===== config.mk =====
export PLATFORM = sky130hd
export DESIGN_NAME = length_field_packet_deframer
export DESIGN_NICKNAME = d
export VERILOG_FILES = /design/src/hdl/lfpd_pkg.sv /design/src/hdl/lfpd_front.sv /design/src/hdl/lfpd_queue.sv /design/src/hdl/lfpd_back.sv /design/src/hdl/length_field_packet_deframer.sv
export SDC_FILE = /design/constraint.sdc
export NUM_CORES = 1
export LEC_CHECK = 0
export ABC_AREA = 1
export BUFFER_PORTS_ARGS = -buffer_cell sky130_fd_sc_hd__buf_2
export CAP_MARGIN = 20
export CORE_ASPECT_RATIO = 0.75
export CORE_MARGIN = 2
export CORE_UTILIZATION = 60
export DETAILED_ROUTE_END_ITERATION = 7
export PLACE_DENSITY = 0.78
export SLEW_MARGIN = 0
export SYNTH_ARGS = -nofsm -noshare
export SYNTH_HDL_FRONTEND = slang
export SYNTH_HIERARCHICAL = 1
export SYNTH_SLANG_ARGS = --single-unit

===== constraint.sdc =====
create_clock -name clock -period 21 [get_ports clock]
set_clock_uncertainty 0.1 [all_clocks]
set_input_delay 2.1 -clock clock [delete_from_list [all_inputs] [get_ports clock]]
set_output_delay 2.1 -clock clock [all_outputs]
set_load 0.01 [all_outputs]

===== src/hdl/lfpd_pkg.sv =====
// Shared types and constants for the length-field packet deframer.
package lfpd_pkg;

   localparam int WORD_W      = 32;
   localparam int QUEUE_DEPTH = 4;
   localparam int QUEUE_IDX_W = $clog2(QUEUE_DEPTH);
   localparam int QUEUE_CNT_W = $clog2(QUEUE_DEPTH + 1);

   localparam logic [WORD_W-1:0] TRAILER_ONES = 32'hFFFF_FFFF;

   typedef enum logic [2:0] {
      KIND_PAYLOAD = 3'd0,
      KIND_ACCEPT  = 3'd1,
      KIND_BAD_LEN = 3'd2,
      KIND_BAD_END = 3'd3,
      KIND_WAIT    = 3'd4
   } kind_type;

   // One classified request: an optional primary result plus an optional wait marker,
   // both carrying the same header words.
   typedef struct packed {
      logic              has_prim;
      kind_type          prim_kind;
      logic [7:0]        data;
      logic              wait_flag;
      logic [WORD_W-1:0] client_word;
      logic [WORD_W-1:0] type_word;
      logic [WORD_W-1:0] result_word;
      logic [WORD_W-1:0] length_word;
   } desc_type;

endpackage


===== src/hdl/lfpd_front.sv =====
// Front end: frame parser that classifies each byte into a result descriptor.
module lfpd_front import lfpd_pkg::*; #(
   parameter int MAX_PAYLOAD = 4096
) (
   input  logic       clock,
   input  logic       reset,
   input  logic       accept,
   input  logic [7:0] rx_byte,
   input  logic       chunk_end,
   output logic       push,
   output desc_type   desc
);

   localparam int LenW = $clog2(MAX_PAYLOAD + 1);
   localparam int CntW = (LenW > 4) ? LenW : 4;

   typedef enum logic [1:0] {
      PH_HEADER  = 2'd0,
      PH_PAYLOAD = 2'd1,
      PH_TRAILER = 2'd2
   } phase_type;

   phase_type         phase_ff, phase_in;
   logic [CntW-1:0]   cnt_ff, cnt_in;
   logic [WORD_W-1:0] client_ff, type_ff, result_ff, length_ff, trailer_ff;
   logic [WORD_W-1:0] client_in, type_in, result_in, length_in, trailer_in;
   logic [WORD_W-1:0] client_w, type_w, result_w, length_w, trailer_w;
   logic [CntW:0]     cnt_inc;
   logic              frame_end;
   logic              len_bad;

   always_comb begin
      phase_in       = phase_ff;
      cnt_inc        = {1'b0, cnt_ff} + {{CntW{1'b0}}, 1'b1};
      cnt_in         = cnt_inc[CntW-1:0];
      client_w       = client_ff;
      type_w         = type_ff;
      result_w       = result_ff;
      length_w       = length_ff;
      trailer_w      = trailer_ff;
      frame_end      = 1'b0;
      len_bad        = 1'b0;
      desc.has_prim  = 1'b0;
      desc.prim_kind = KIND_PAYLOAD;
      desc.data      = 8'd0;

      unique case (phase_ff)
         PH_PAYLOAD: begin
            desc.has_prim = 1'b1;
            desc.data     = rx_byte;
            if (cnt_inc >= {1'b0, length_ff[CntW-1:0]}) begin
               phase_in = PH_TRAILER;
               cnt_in   = '0;
            end
         end
         PH_TRAILER: begin
            trailer_w = {trailer_ff[WORD_W-9:0], rx_byte};
            if (cnt_ff[1:0] == 2'd3) begin
               desc.has_prim  = 1'b1;
               desc.prim_kind = (trailer_w == TRAILER_ONES) ? KIND_ACCEPT : KIND_BAD_END;
               frame_end      = 1'b1;
            end
         end
         default: begin
            // header, or the unused phase code which restarts as a header
            unique case (cnt_ff[3:2])
               2'd0:    client_w = {client_ff[WORD_W-9:0], rx_byte};
               2'd1:    type_w   = {type_ff[WORD_W-9:0], rx_byte};
               2'd2:    result_w = {result_ff[WORD_W-9:0], rx_byte};
               default: length_w = {length_ff[WORD_W-9:0], rx_byte};
            endcase
            phase_in = PH_HEADER;
            if (cnt_ff[3:0] == 4'd15) begin
               len_bad = length_w[WORD_W-1] || (length_w > WORD_W'(MAX_PAYLOAD));
               cnt_in  = '0;
               if (len_bad) begin
                  desc.has_prim  = 1'b1;
                  desc.prim_kind = KIND_BAD_LEN;
                  frame_end      = 1'b1;
               end else begin
                  phase_in = (length_w == '0) ? PH_TRAILER : PH_PAYLOAD;
               end
            end
         end
      endcase

      if (frame_end) begin
         phase_in   = PH_HEADER;
         cnt_in     = '0;
         client_in  = '0;
         type_in    = '0;
         result_in  = '0;
         length_in  = '0;
         trailer_in = '0;
      end else begin
         client_in  = client_w;
         type_in    = type_w;
         result_in  = result_w;
         length_in  = length_w;
         trailer_in = trailer_w;
      end

      desc.wait_flag   = chunk_end && !frame_end;
      desc.client_word = client_w;
      desc.type_word   = type_w;
      desc.result_word = result_w;
      desc.length_word = length_w;
      push             = accept && (desc.has_prim || desc.wait_flag);
   end

   always_ff @(posedge clock) begin
      if (reset) begin
         phase_ff   <= PH_HEADER;
         cnt_ff     <= '0;
         client_ff  <= '0;
         type_ff    <= '0;
         result_ff  <= '0;
         length_ff  <= '0;
         trailer_ff <= '0;
      end else if (accept) begin
         phase_ff   <= phase_in;
         cnt_ff     <= cnt_in;
         client_ff  <= client_in;
         type_ff    <= type_in;
         result_ff  <= result_in;
         length_ff  <= length_in;
         trailer_ff <= trailer_in;
      end
   end

endmodule


===== src/hdl/lfpd_queue.sv =====
// Short descriptor queue between the parser and the result sequencer.
module lfpd_queue import lfpd_pkg::*; (
   input  logic     clock,
   input  logic     reset,
   input  logic     push,
   input  desc_type push_desc,
   input  logic     pop,
   output desc_type head_desc,
   output logic     head_valid,
   output logic     full
);

   desc_type               mem [QUEUE_DEPTH];
   logic [QUEUE_IDX_W-1:0] wr_ff, rd_ff;
   logic [QUEUE_CNT_W-1:0] cnt_ff;
   logic                   do_push, do_pop;

   assign full       = (cnt_ff == QUEUE_CNT_W'(QUEUE_DEPTH));
   assign head_valid = (cnt_ff != '0);
   assign head_desc  = mem[rd_ff];
   assign do_push    = push && !full;
   assign do_pop     = pop && head_valid;

   always_ff @(posedge clock) begin
      if (do_push) begin
         mem[wr_ff] <= push_desc;
      end
   end

   always_ff @(posedge clock) begin
      if (reset) begin
         wr_ff  <= '0;
         rd_ff  <= '0;
         cnt_ff <= '0;
      end else begin
         if (do_push) begin
            wr_ff <= wr_ff + 1'b1;
         end
         if (do_pop) begin
            rd_ff <= rd_ff + 1'b1;
         end
         if (do_push && !do_pop) begin
            cnt_ff <= cnt_ff + 1'b1;
         end else if (do_pop && !do_push) begin
            cnt_ff <= cnt_ff - 1'b1;
         end
      end
   end

endmodule


===== src/hdl/lfpd_back.sv =====
// Back end: expands each descriptor into one or two results in an output register.
module lfpd_back import lfpd_pkg::*; (
   input  logic                     clock,
   input  logic                     reset,
   input  desc_type                 head_desc,
   input  logic                     head_valid,
   output logic                     pop,
   output logic                     rsp_valid,
   input  logic                     rsp_stall,
   output logic [2:0]               rsp_kind,
   output logic [7:0]               rsp_payload_byte,
   output logic signed [WORD_W-1:0] rsp_client_id,
   output logic signed [WORD_W-1:0] rsp_packet_type,
   output logic signed [WORD_W-1:0] rsp_packet_result,
   output logic signed [WORD_W-1:0] rsp_payload_length,
   output logic                     rsp_last_of_run
);

   logic              valid_ff;
   logic              second_ff, second_in;
   kind_type          kind_ff, kind_in;
   logic [7:0]        byte_ff, byte_in;
   logic [WORD_W-1:0] client_ff, type_ff, result_ff, length_ff;
   logic              last_ff, last_in;
   logic              load;

   assign load = !valid_ff || !rsp_stall;

   always_comb begin
      second_in = second_ff;
      pop       = 1'b0;
      if (head_desc.has_prim && !second_ff) begin
         kind_in = head_desc.prim_kind;
         byte_in = head_desc.data;
         last_in = !head_desc.wait_flag;
      end else begin
         kind_in = KIND_WAIT;
         byte_in = 8'd0;
         last_in = 1'b1;
      end
      if (load && head_valid) begin
         pop       = last_in;
         second_in = !last_in;
      end
   end

   always_ff @(posedge clock) begin
      if (reset) begin
         valid_ff  <= 1'b0;
         second_ff <= 1'b0;
      end else if (load) begin
         valid_ff  <= head_valid;
         second_ff <= second_in;
      end
   end

   always_ff @(posedge clock) begin
      if (load && head_valid) begin
         kind_ff   <= kind_in;
         byte_ff   <= byte_in;
         last_ff   <= last_in;
         client_ff <= head_desc.client_word;
         type_ff   <= head_desc.type_word;
         result_ff <= head_desc.result_word;
         length_ff <= head_desc.length_word;
      end
   end

   assign rsp_valid          = valid_ff;
   assign rsp_kind           = kind_ff;
   assign rsp_payload_byte   = byte_ff;
   assign rsp_client_id      = $signed(client_ff);
   assign rsp_packet_type    = $signed(type_ff);
   assign rsp_packet_result  = $signed(result_ff);
   assign rsp_payload_length = $signed(length_ff);
   assign rsp_last_of_run    = last_ff;

endmodule


===== src/hdl/length_field_packet_deframer.sv =====
// Length-field packet deframer: 16-byte header, payload bytes, 4-byte all-ones trailer.
// Throughput: one request per cycle while the queue is not full; the result side gives one
// result per cycle while rsp_stall is low, and a payload byte with a wait marker yields two.
// A result is written into the descriptor queue, then into the output register on rsp_valid.
// A 4-entry descriptor queue separates parser and result sequencer; req_stall is queue full.
// Reset (synchronous, active high) clears the parser to header collection and empties all.
module length_field_packet_deframer import lfpd_pkg::*; #(
   parameter int MAX_PAYLOAD = 4096
) (
   input  logic                     clock,
   input  logic                     reset,
   input  logic                     req_valid,
   output logic                     req_stall,
   input  logic [7:0]               req_rx_byte,
   input  logic                     req_chunk_end,
   output logic                     rsp_valid,
   input  logic                     rsp_stall,
   output logic [2:0]               rsp_kind,
   output logic [7:0]               rsp_payload_byte,
   output logic signed [WORD_W-1:0] rsp_client_id,
   output logic signed [WORD_W-1:0] rsp_packet_type,
   output logic signed [WORD_W-1:0] rsp_packet_result,
   output logic signed [WORD_W-1:0] rsp_payload_length,
   output logic                     rsp_last_of_run
);

   // front-end classification of the current request
   logic     accept;
   logic     push;
   desc_type push_desc;

   // queue head toward the sequencer
   desc_type head_desc;
   logic     head_valid;
   logic     pop;
   logic     full;

   // The parser never blocks on the result side directly; only a full queue stalls it.
   assign req_stall = full;
   assign accept    = req_valid && !full;

   lfpd_front #(
      .MAX_PAYLOAD(MAX_PAYLOAD)
   ) u_front (
      .clock     (clock),
      .reset     (reset),
      .accept    (accept),
      .rx_byte   (req_rx_byte),
      .chunk_end (req_chunk_end),
      .push      (push),
      .desc      (push_desc)
   );

   // Requests that produce no result (header or trailer bytes that end no frame and carry no chunk_end) never enter.
   lfpd_queue u_queue (
      .clock      (clock),
      .reset      (reset),
      .push       (push),
      .push_desc  (push_desc),
      .pop        (pop),
      .head_desc  (head_desc),
      .head_valid (head_valid),
      .full       (full)
   );

   // The sequencer emits the primary result first, then the wait marker if flagged.
   lfpd_back u_back (
      .clock              (clock),
      .reset              (reset),
      .head_desc          (head_desc),
      .head_valid         (head_valid),
      .pop                (pop),
      .rsp_valid          (rsp_valid),
      .rsp_stall          (rsp_stall),
      .rsp_kind           (rsp_kind),
      .rsp_payload_byte   (rsp_payload_byte),
      .rsp_client_id      (rsp_client_id),
      .rsp_packet_type    (rsp_packet_type),
      .rsp_packet_result  (rsp_packet_result),
      .rsp_payload_length (rsp_payload_length),
      .rsp_last_of_run    (rsp_last_of_run)
   );

endmodule

==> results of run 1 <==
cell type report:
type,count,area (sq um)
Clock buffer,117,2350
Clock inverter,36,435
Fill cell,4007,18700
Inverter,139,538
Multi-Input combinational cell,1812,8710
Sequential cell,882,24700
Tap cell,780,976
Timing Repair Buffer,181,1010
per-stage QoR:
step                setup slack (ns)   util
detailed placement             13.93  0.625
finish                         14.52  0.674
floorplan                      11.23      -
CTS                            14.61  0.674
global placement               14.02  0.625
global route                   14.27  0.674
layer usage:
layer,up-vias,track usage
li1,10700,-
met5,-,0
met3,146,0.0573
met1,11300,0.385
met4,2,0.0717
met2,1196,0.416
registers in the layout, indices dropped and copies added (netlist names), named ones only:
register / flops
u_back/rsp_packet_type: 32
u_front/phase_ff: 2
u_front/result_ff: 32
u_back/rsp_client_id: 32
u_queue/rd_ff: 2
u_front/length_ff: 32
u_queue/wr_ff: 2
u_back/rsp_payload_byte: 8
u_back/second_ff: 1
u_queue/mem: 564
u_queue/cnt_ff: 3
u_front/client_ff: 32
u_back/rsp_last_of_run: 1
u_back/rsp_packet_result: 32
u_front/trailer_ff: 24
u_back/rsp_valid: 1
u_front/cnt_ff: 13
u_back/rsp_kind: 3
u_front/type_ff: 32
u_back/rsp_payload_length: 32
synthesized netlist by cell type, types with 3 or more instances:
| master | count | area share |
|---|---|---|
| mux2_2 | 52 | 0.017 |
| nor2_2 | 5 | 0.00090 |
| ha_1 | 22 | 0.0079 |
| buf_6 | 17 | 0.0055 |
| nand3_1 | 77 | 0.011 |
| buf_1 | 6 | 0.00065 |
| nand2_1 | 563 | 0.061 |
| clkbuf_1 | 78 | 0.0084 |
| edfxtp_1 | 704 | 0.61 |
| o22ai_1 | 141 | 0.025 |
| inv_2 | 3 | 0.00032 |
| xor2_1 | 6 | 0.0015 |
| o21ai_1 | 7 | 0.0010 |
| dfxtp_1 | 178 | 0.10 |
| nand4_1 | 9 | 0.0016 |
| nand2_2 | 3 | 0.00054 |
| buf_4 | 19 | 0.0041 |
| xnor2_1 | 4 | 0.0010 |
| buf_2 | 55 | 0.0079 |
| inv_1 | 135 | 0.015 |
| o21ai_0 | 354 | 0.051 |
| nor2_1 | 378 | 0.041 |
| a21oi_1 | 174 | 0.025 |
| clkbuf_2 | 12 | 0.0017 |
power groups by stage:
stage	registers (W)	logic, W	clock network, W
finish	0.00234	0.00109	0.00152
CTS	0.00234	0.00109	0.00154
detailed placement	0.00238	0.00108	0
global placement	0.00237	0.00104	0
global route	0.00236	0.00119	0.00161
floorplan	0.00245	0.000633	0
worst max-delay path: cells and delay by family:
kind	cells	cell delay, ns
AND/OR/NAND/NOR	13	2.17
AO/OA/AOI/OAI	1	0.09
buffers and inverters	5	2.18
worst min path at each step:
stage	startpoint	end	slack [ns]
after global routing	u_front/trailer_ff[19]	u_front/trailer_ff[19]	0.38
after global placement	u_front/client_ff[30]	u_front/client_ff[30]	0.35
after floorplan	u_front/client_ff[24]	u_front/client_ff[24]	0.34
final	u_front/client_ff[27]	u_front/client_ff[27]	0.37
after detailed placement	u_front/result_ff[29]	u_front/result_ff[29]	0.36
after CTS	u_front/trailer_ff[19]	u_front/trailer_ff[19]	0.37
cells by family after synthesis:
group / synth area share
DFF: 0.708
muxes: 0.0168
AOI/OAI and AO/OA: 0.103
adders and majority gates: 0.00846
and+or+nand+nor: 0.118
other: 0.000107
buffers and inverters: 0.0432
xor gates and xnor gates: 0.00251
==> run_results.csv, run 1 <==
group,metric,value,unit
grt,grt_first_pass_wirelength,123000,um
power_and_ir_drop,comb_power_share,0.220,
yosys,synth_seq_area_share,0.708,
clock_tree,numCtsBuffers,82,
die,die_height,213,um
clock_tree,postCtsHoldBufs,0,
cells_and_area,stdcell_area,38700,sq um
grt,antenna_found_initial,3,
sta,relSlewSlack,0.167,
placed_design,dpl.hpwl,45800,um
yosys,syn-num-nets,3056,
placed_design,dp_cells,3792,
critical_path,worst_r2r_path_depth,19,
sta,period_share,0.308,
status,outcome,"complete, no violations",
clock_tree,clk_root_buffer_cell,"clkbuf_16",
power_and_ir_drop,max-vdd-ir-drop,0.194,mV
sta,rsz0062_at_grt,"false",
critical_path,worstPathArrival,6.62,ns
routing,vias_per_cell,5.91,
sta,final.min_clock_period,6.48,ns
grt,grt_util_all_layers,0.267,
cells_and_area,final_cells,3947,
die,initial_core_util,0.607,
cells_and_area,most-common-layout-cells,"704 x edfxtp_1, 562 x nand2_1, 374 x nor2_1",
critical_path,cp_slowest_cell,"buf_4",
yosys,ys.flop_type,"edfxtp_1",
die,die_x,282,um
critical_path,start_kind,"input port",
clock_tree,postCtsSetupBuffers,0,
yosys,async_flop_share,0,
critical_path,rrSetupSlack,14.66,ns
grt,grt_pass1_vias,21900,
clock_tree,cts_tree,"done",
placed_design,placed_area,35900,sq um
sta,maxSlewViolCount,0,
critical_path,endpoint_kind,"flop",
critical_path,path_max_fanout,66,
routing,firstDrtPassIters,6,
cells_and_area,diodes,0,
cells_and_area,drive_gt1_frac,0.121,
power_and_ir_drop,switching_share,0.310,
sta,hold_violations,0,
yosys,synth_area_per_cell,11.6,sq um
critical_path,critPathCapture,"u_queue/mem[0][80]",
die,rows,76,
critical_path,path_class,"in2reg",
critical_path,path_cells,"buf_2 > inv_1 > nand3_1 > nand2_1 > nand2_1 > nor2_1 > nand2_1 > nor2_1 > nand2_1 > nand3_4 > nand2_4 > a21oi_1 > nand2_1 > nand2_1 > inv_1 > nand2_1 > nor2_4 > buf_4 > buf_4",
yosys,yosys_warnings,6,
sta,worstMarginPinSlew,1.25,ns
critical_path,r2r_start,"u_front/cnt_ff[2]",
power_and_ir_drop,clkPwrFrac,0.308,
clock_tree,clk_latency,0.63,ns
die,dieArea,60100,sq um
routing,wl_per_cell,20.5,um
flow_run,maxCapViolations,0,
clock_tree,htreeDepth,3,
clock_tree,clk_pin_slew_worst_paths,0.06,ns
critical_path,cp_slowest_stage_delay,0.98,ns
routing,drt_iter0_drc,2806,
cells_and_area,nNetsFinal,3134,
critical_path,cp_data_required_time,21.15,ns
routing,wl_met3,8170,um
routing,drtAntennaViolNets,0,
sta,fin_tns_setup,0,ns
die,io_pins,155,
routing,routed.top_layer,"met5",
critical_path,cpMostUsedCell,"nand2_1",
power_and_ir_drop,switchingPower,0.00153,W
routing,totalWireLength,81100,um
critical_path,r2r-end,"u_queue/mem[0][80]",
cells_and_area,syn2layout_area_growth,11.0,%
placed_design,portBuffers,154,
clock_tree,clock_path_buffers,3,
clock_tree,cts_resized,0,
clock_tree,clock_sinks,882,
yosys,synth.distinct_cells,37,
hold_path,hold_class,"reg2reg",
power_and_ir_drop,internal-power,0.00342,W
grt,overflow,0,
power_and_ir_drop,total_power,0.00495,W
routing,drc,0,
die,core_area,57400,sq um
routing,vias,23300,
power_and_ir_drop,power_frac_seq,0.472,
grt,grt_max_degree,200,
sta,setup_viol,0,
sta,whs,0.370,ns
routing,wl_met2,37600,um
power_and_ir_drop,power.density,128,nW/um^2
cells_and_area,final_common_cell,"edfxtp_1",
critical_path,crit_start,"req_rx_byte[0]",
yosys,ys_ff_latch,882,
yosys,synth_cells,3020,
sta,fmax,0.154,GHz
power_and_ir_drop,power.leakage,13.9,nW
hold_path,worstHoldPathCells,2,
yosys,syn-cell-area,34900,sq um
yosys,synth_edf_count,704,
routing,drt-met1-wl,33500,um
placed_design,gp_congestion,0.895,
Note: power is estimated with default switching activity, not from simulation.
==> run 2: changes to the inputs <==
--- a/config.mk
+++ b/config.mk
@@ -10,9 +10,9 @@
 export CAP_MARGIN = 20
 export CORE_ASPECT_RATIO = 0.75
 export CORE_MARGIN = 2
-export CORE_UTILIZATION = 60
+export CORE_UTILIZATION = 55
 export DETAILED_ROUTE_END_ITERATION = 7
-export PLACE_DENSITY = 0.78
+export PLACE_DENSITY = 0.75
 export SLEW_MARGIN = 0
 export SYNTH_ARGS = -nofsm -noshare
 export SYNTH_HDL_FRONTEND = slang
==> constraint.sdc (replaced) <==
create_clock -name clock -period 5.3 [get_ports clock]
set_clock_uncertainty 0.1 [all_clocks]
set_input_delay 0.53 -clock clock [delete_from_list [all_inputs] [get_ports clock]]
set_output_delay 0.53 -clock clock [all_outputs]
set_load 0.01 [all_outputs]
==> run 2 against run 1 <==
Sequential cell count stayed put. Global-route usage is 2.6 points lower. Die area is 8.9% higher. Setup slack worse by 14 ns. Sequential share of layout area is 0.45 points lower. Critical endpoint is now u_queue/cnt_ff[1]. Largest cell class unchanged. Critical path type is now reg2reg. Clock power grew to 3.9 times the previous value.
==> run_results.csv, run 2 (synthesized netlist as in run 1, its figures left out) <==
group,metric,value,unit
sta,period_share,0.830,
clock_tree,clock_path_buffers,3,
critical_path,worst-path-buf-inv,4,
clock_tree,clk_latency,0.62,ns
cells_and_area,drive_gt1_frac,0.125,
cells_and_area,finalCoreUtilization,0.625,
critical_path,cp_data_required_time,5.70,ns
power_and_ir_drop,power.leakage,14.0,nW
clock_tree,clock_sinks,882,
clock_tree,cts_tree,"done",
routing,drc,0,
die,die_height,222,um
routing,vias_per_cell,5.76,
cells_and_area,nNetsFinal,3145,
cells_and_area,largest_reg_flops,564,
placed_design,place_ws,1.00,ns
die,rows,79,
critical_path,cpMostUsedCell,"nand2_1",
sta,maxSlewViolCount,0,
clock_tree,numCtsBuffers,82,
clock_tree,htreeDepth,3,
sta,setup_viol,0,
critical_path,path_cells,"buf_4 > nand3_1 > nand2_1 > nand2_1 > nor2_1 > nand2_1 > nor2_2 > nand2_1 > nand3_4 > nand2_4 > a21oi_1 > nand2_1 > nand2_1 > inv_1 > nand2_1 > inv_1 > ha_1 > inv_1 > fa_1 > o21ai_0 > nor2_1",
critical_path,path_class,"reg2reg",
critical_path,rrSetupSlack,0.90,ns
grt,antenna_found_initial,1,
placed_design,gp_congestion,0.879,
power_and_ir_drop,max-vdd-ir-drop,0.575,mV
critical_path,worstPathArrival,4.80,ns
routing,drtAntennaViolNets,0,
grt,grt_pass1_vias,22100,
critical_path,cp_slowest_cell,"dfxtp_1",
routing,totalWireLength,80000,um
cells_and_area,syn2layout_area_growth,11.8,%
cells_and_area,final_common_cell,"edfxtp_1",
hold_path,hold_class,"in2reg",
sta,final.min_clock_period,4.40,ns
cells_and_area,diodes,0,
die,core_area,62400,sq um
cells_and_area,stdcell_area,39000,sq um
sta,relSlewSlack,0.269,
critical_path,critical_path.top_delay_family,"simple AND/OR/NAND/NOR gates",
die,dieArea,65500,sq um
sta,worstMarginPinSlew,1.10,ns
grt,grt_util_all_layers,0.241,
die,initial_core_util,0.559,
grt,grt_first_pass_wirelength,123000,um
status,outcome,"complete, no violations",
clock_tree,cts_resized,0,
grt,overflow,0,
clock_tree,clk_pin_slew_worst_paths,0.06,ns
placed_design,placed_area,36200,sq um
sta,rsz0062_at_grt,"false",
clock_tree,postCtsHoldBufs,0,
flow_run,maxCapViolations,0,
grt,grt_max_degree,210,
cells_and_area,most-common-layout-cells,"704 x edfxtp_1, 562 x nand2_1, 374 x nor2_1",
placed_design,dpl.hpwl,46400,um
die,io_pins,155,
critical_path,cp_slowest_stage_delay,0.62,ns
routing,firstDrtPassIters,6,
clock_tree,clk_root_buffer_cell,"clkbuf_16",
critical_path,endpoint_kind,"flop",
routing,wl_per_cell,19.9,um
sta,fmax,0.227,GHz
placed_design,portBuffers,154,
power_and_ir_drop,power.density,501,nW/um^2
routing,vias,23200,
sta,hold_violations,0,
sta,setup_slack,0.900,ns
critical_path,start_kind,"flop",
critical_path,path_max_fanout,32,
die,die_x,295,um
routing,drt_iter0_drc,2459,
clock_tree,postCtsSetupBuffers,0,
cells_and_area,regMostFlops,"u_queue/mem",
## run 2: path summary, 6_finish.rpt
| check | endpoint | startpoint | depth (start not counted) |
|---|---|---|---|
| setup / recovery | u_queue/cnt_ff[1] | u_front/cnt_ff[2] | 21 |
| hold / removal | u_back/rsp_valid | rsp_stall | 3 |
| setup reg to reg | u_queue/cnt_ff[1] | u_front/cnt_ff[2] | 21 |
| hold reg to reg | u_front/result_ff[21] | u_front/result_ff[21] | 2 |
## run 2: worst register-to-register path: stages, from the launching register on
cell	delay (ns)
dfxtp_1	0.62
buf_4	0.45
nand3_1	0.16
nand2_1	0.10
nand2_1	0.08
nor2_1	0.11
nand2_1	0.09
nor2_2	0.17
nand2_1	0.13
nand3_4	0.22
nand2_4	0.20
a21oi_1	0.22
nand2_1	0.07
nand2_1	0.06
inv_1	0.06
nand2_1	0.31
inv_1	0.14
ha_1	0.24
inv_1	0.09
fa_1	0.42
o21ai_0	0.19
nor2_1	0.06
## run 2: power breakdown
part	internal [W]	leakage, nW	switching (W)
clock network	0.00348	1.35	0.00246
registers	0.00886	8.13	0.000418
logic	0.00120	4.52	0.00311
total	0.0135	14.0	0.00599
## run 2: final cells by class
type | instances | area [sq um]
multi-input cells | 1812 | 8710
fillers | 4644 | 23400
repair buffers | 192 | 1230
inverters | 139 | 539
clock buffers | 113 | 2340
clock inverters | 37 | 404
flip-flops and latches | 882 | 24700
well taps | 850 | 1060
## run 2: through the flow
stage | setup TNS (ns) | instances | hold WS, ns | total power [W]
after CTS | 0 | 4023 | 0.0782 | 0.0196
after floorplan | -412.86 | 3020 | 0.342 | 0.0122
after global routing | 0 | 4025 | 0.0978 | 0.0204
final | 0 | 4025 | 0.111 | 0.0195
after detailed placement | 0 | 3873 | 0.355 | 0.0137
after global placement | 0 | 3873 | 0.348 | 0.0136
## run 2: layer usage
| metal | wire [um] | GRT usage | vias to the layer above |
|---|---|---|---|
| met4 | 1480 | 0.0617 | 2 |
| met1 | 34600 | 0.351 | 11300 |
| met5 | 17 | 0 | - |
| met3 | 6780 | 0.0487 | 133 |
| met2 | 37100 | 0.374 | 993 |
| li1 | - | - | 10800 |
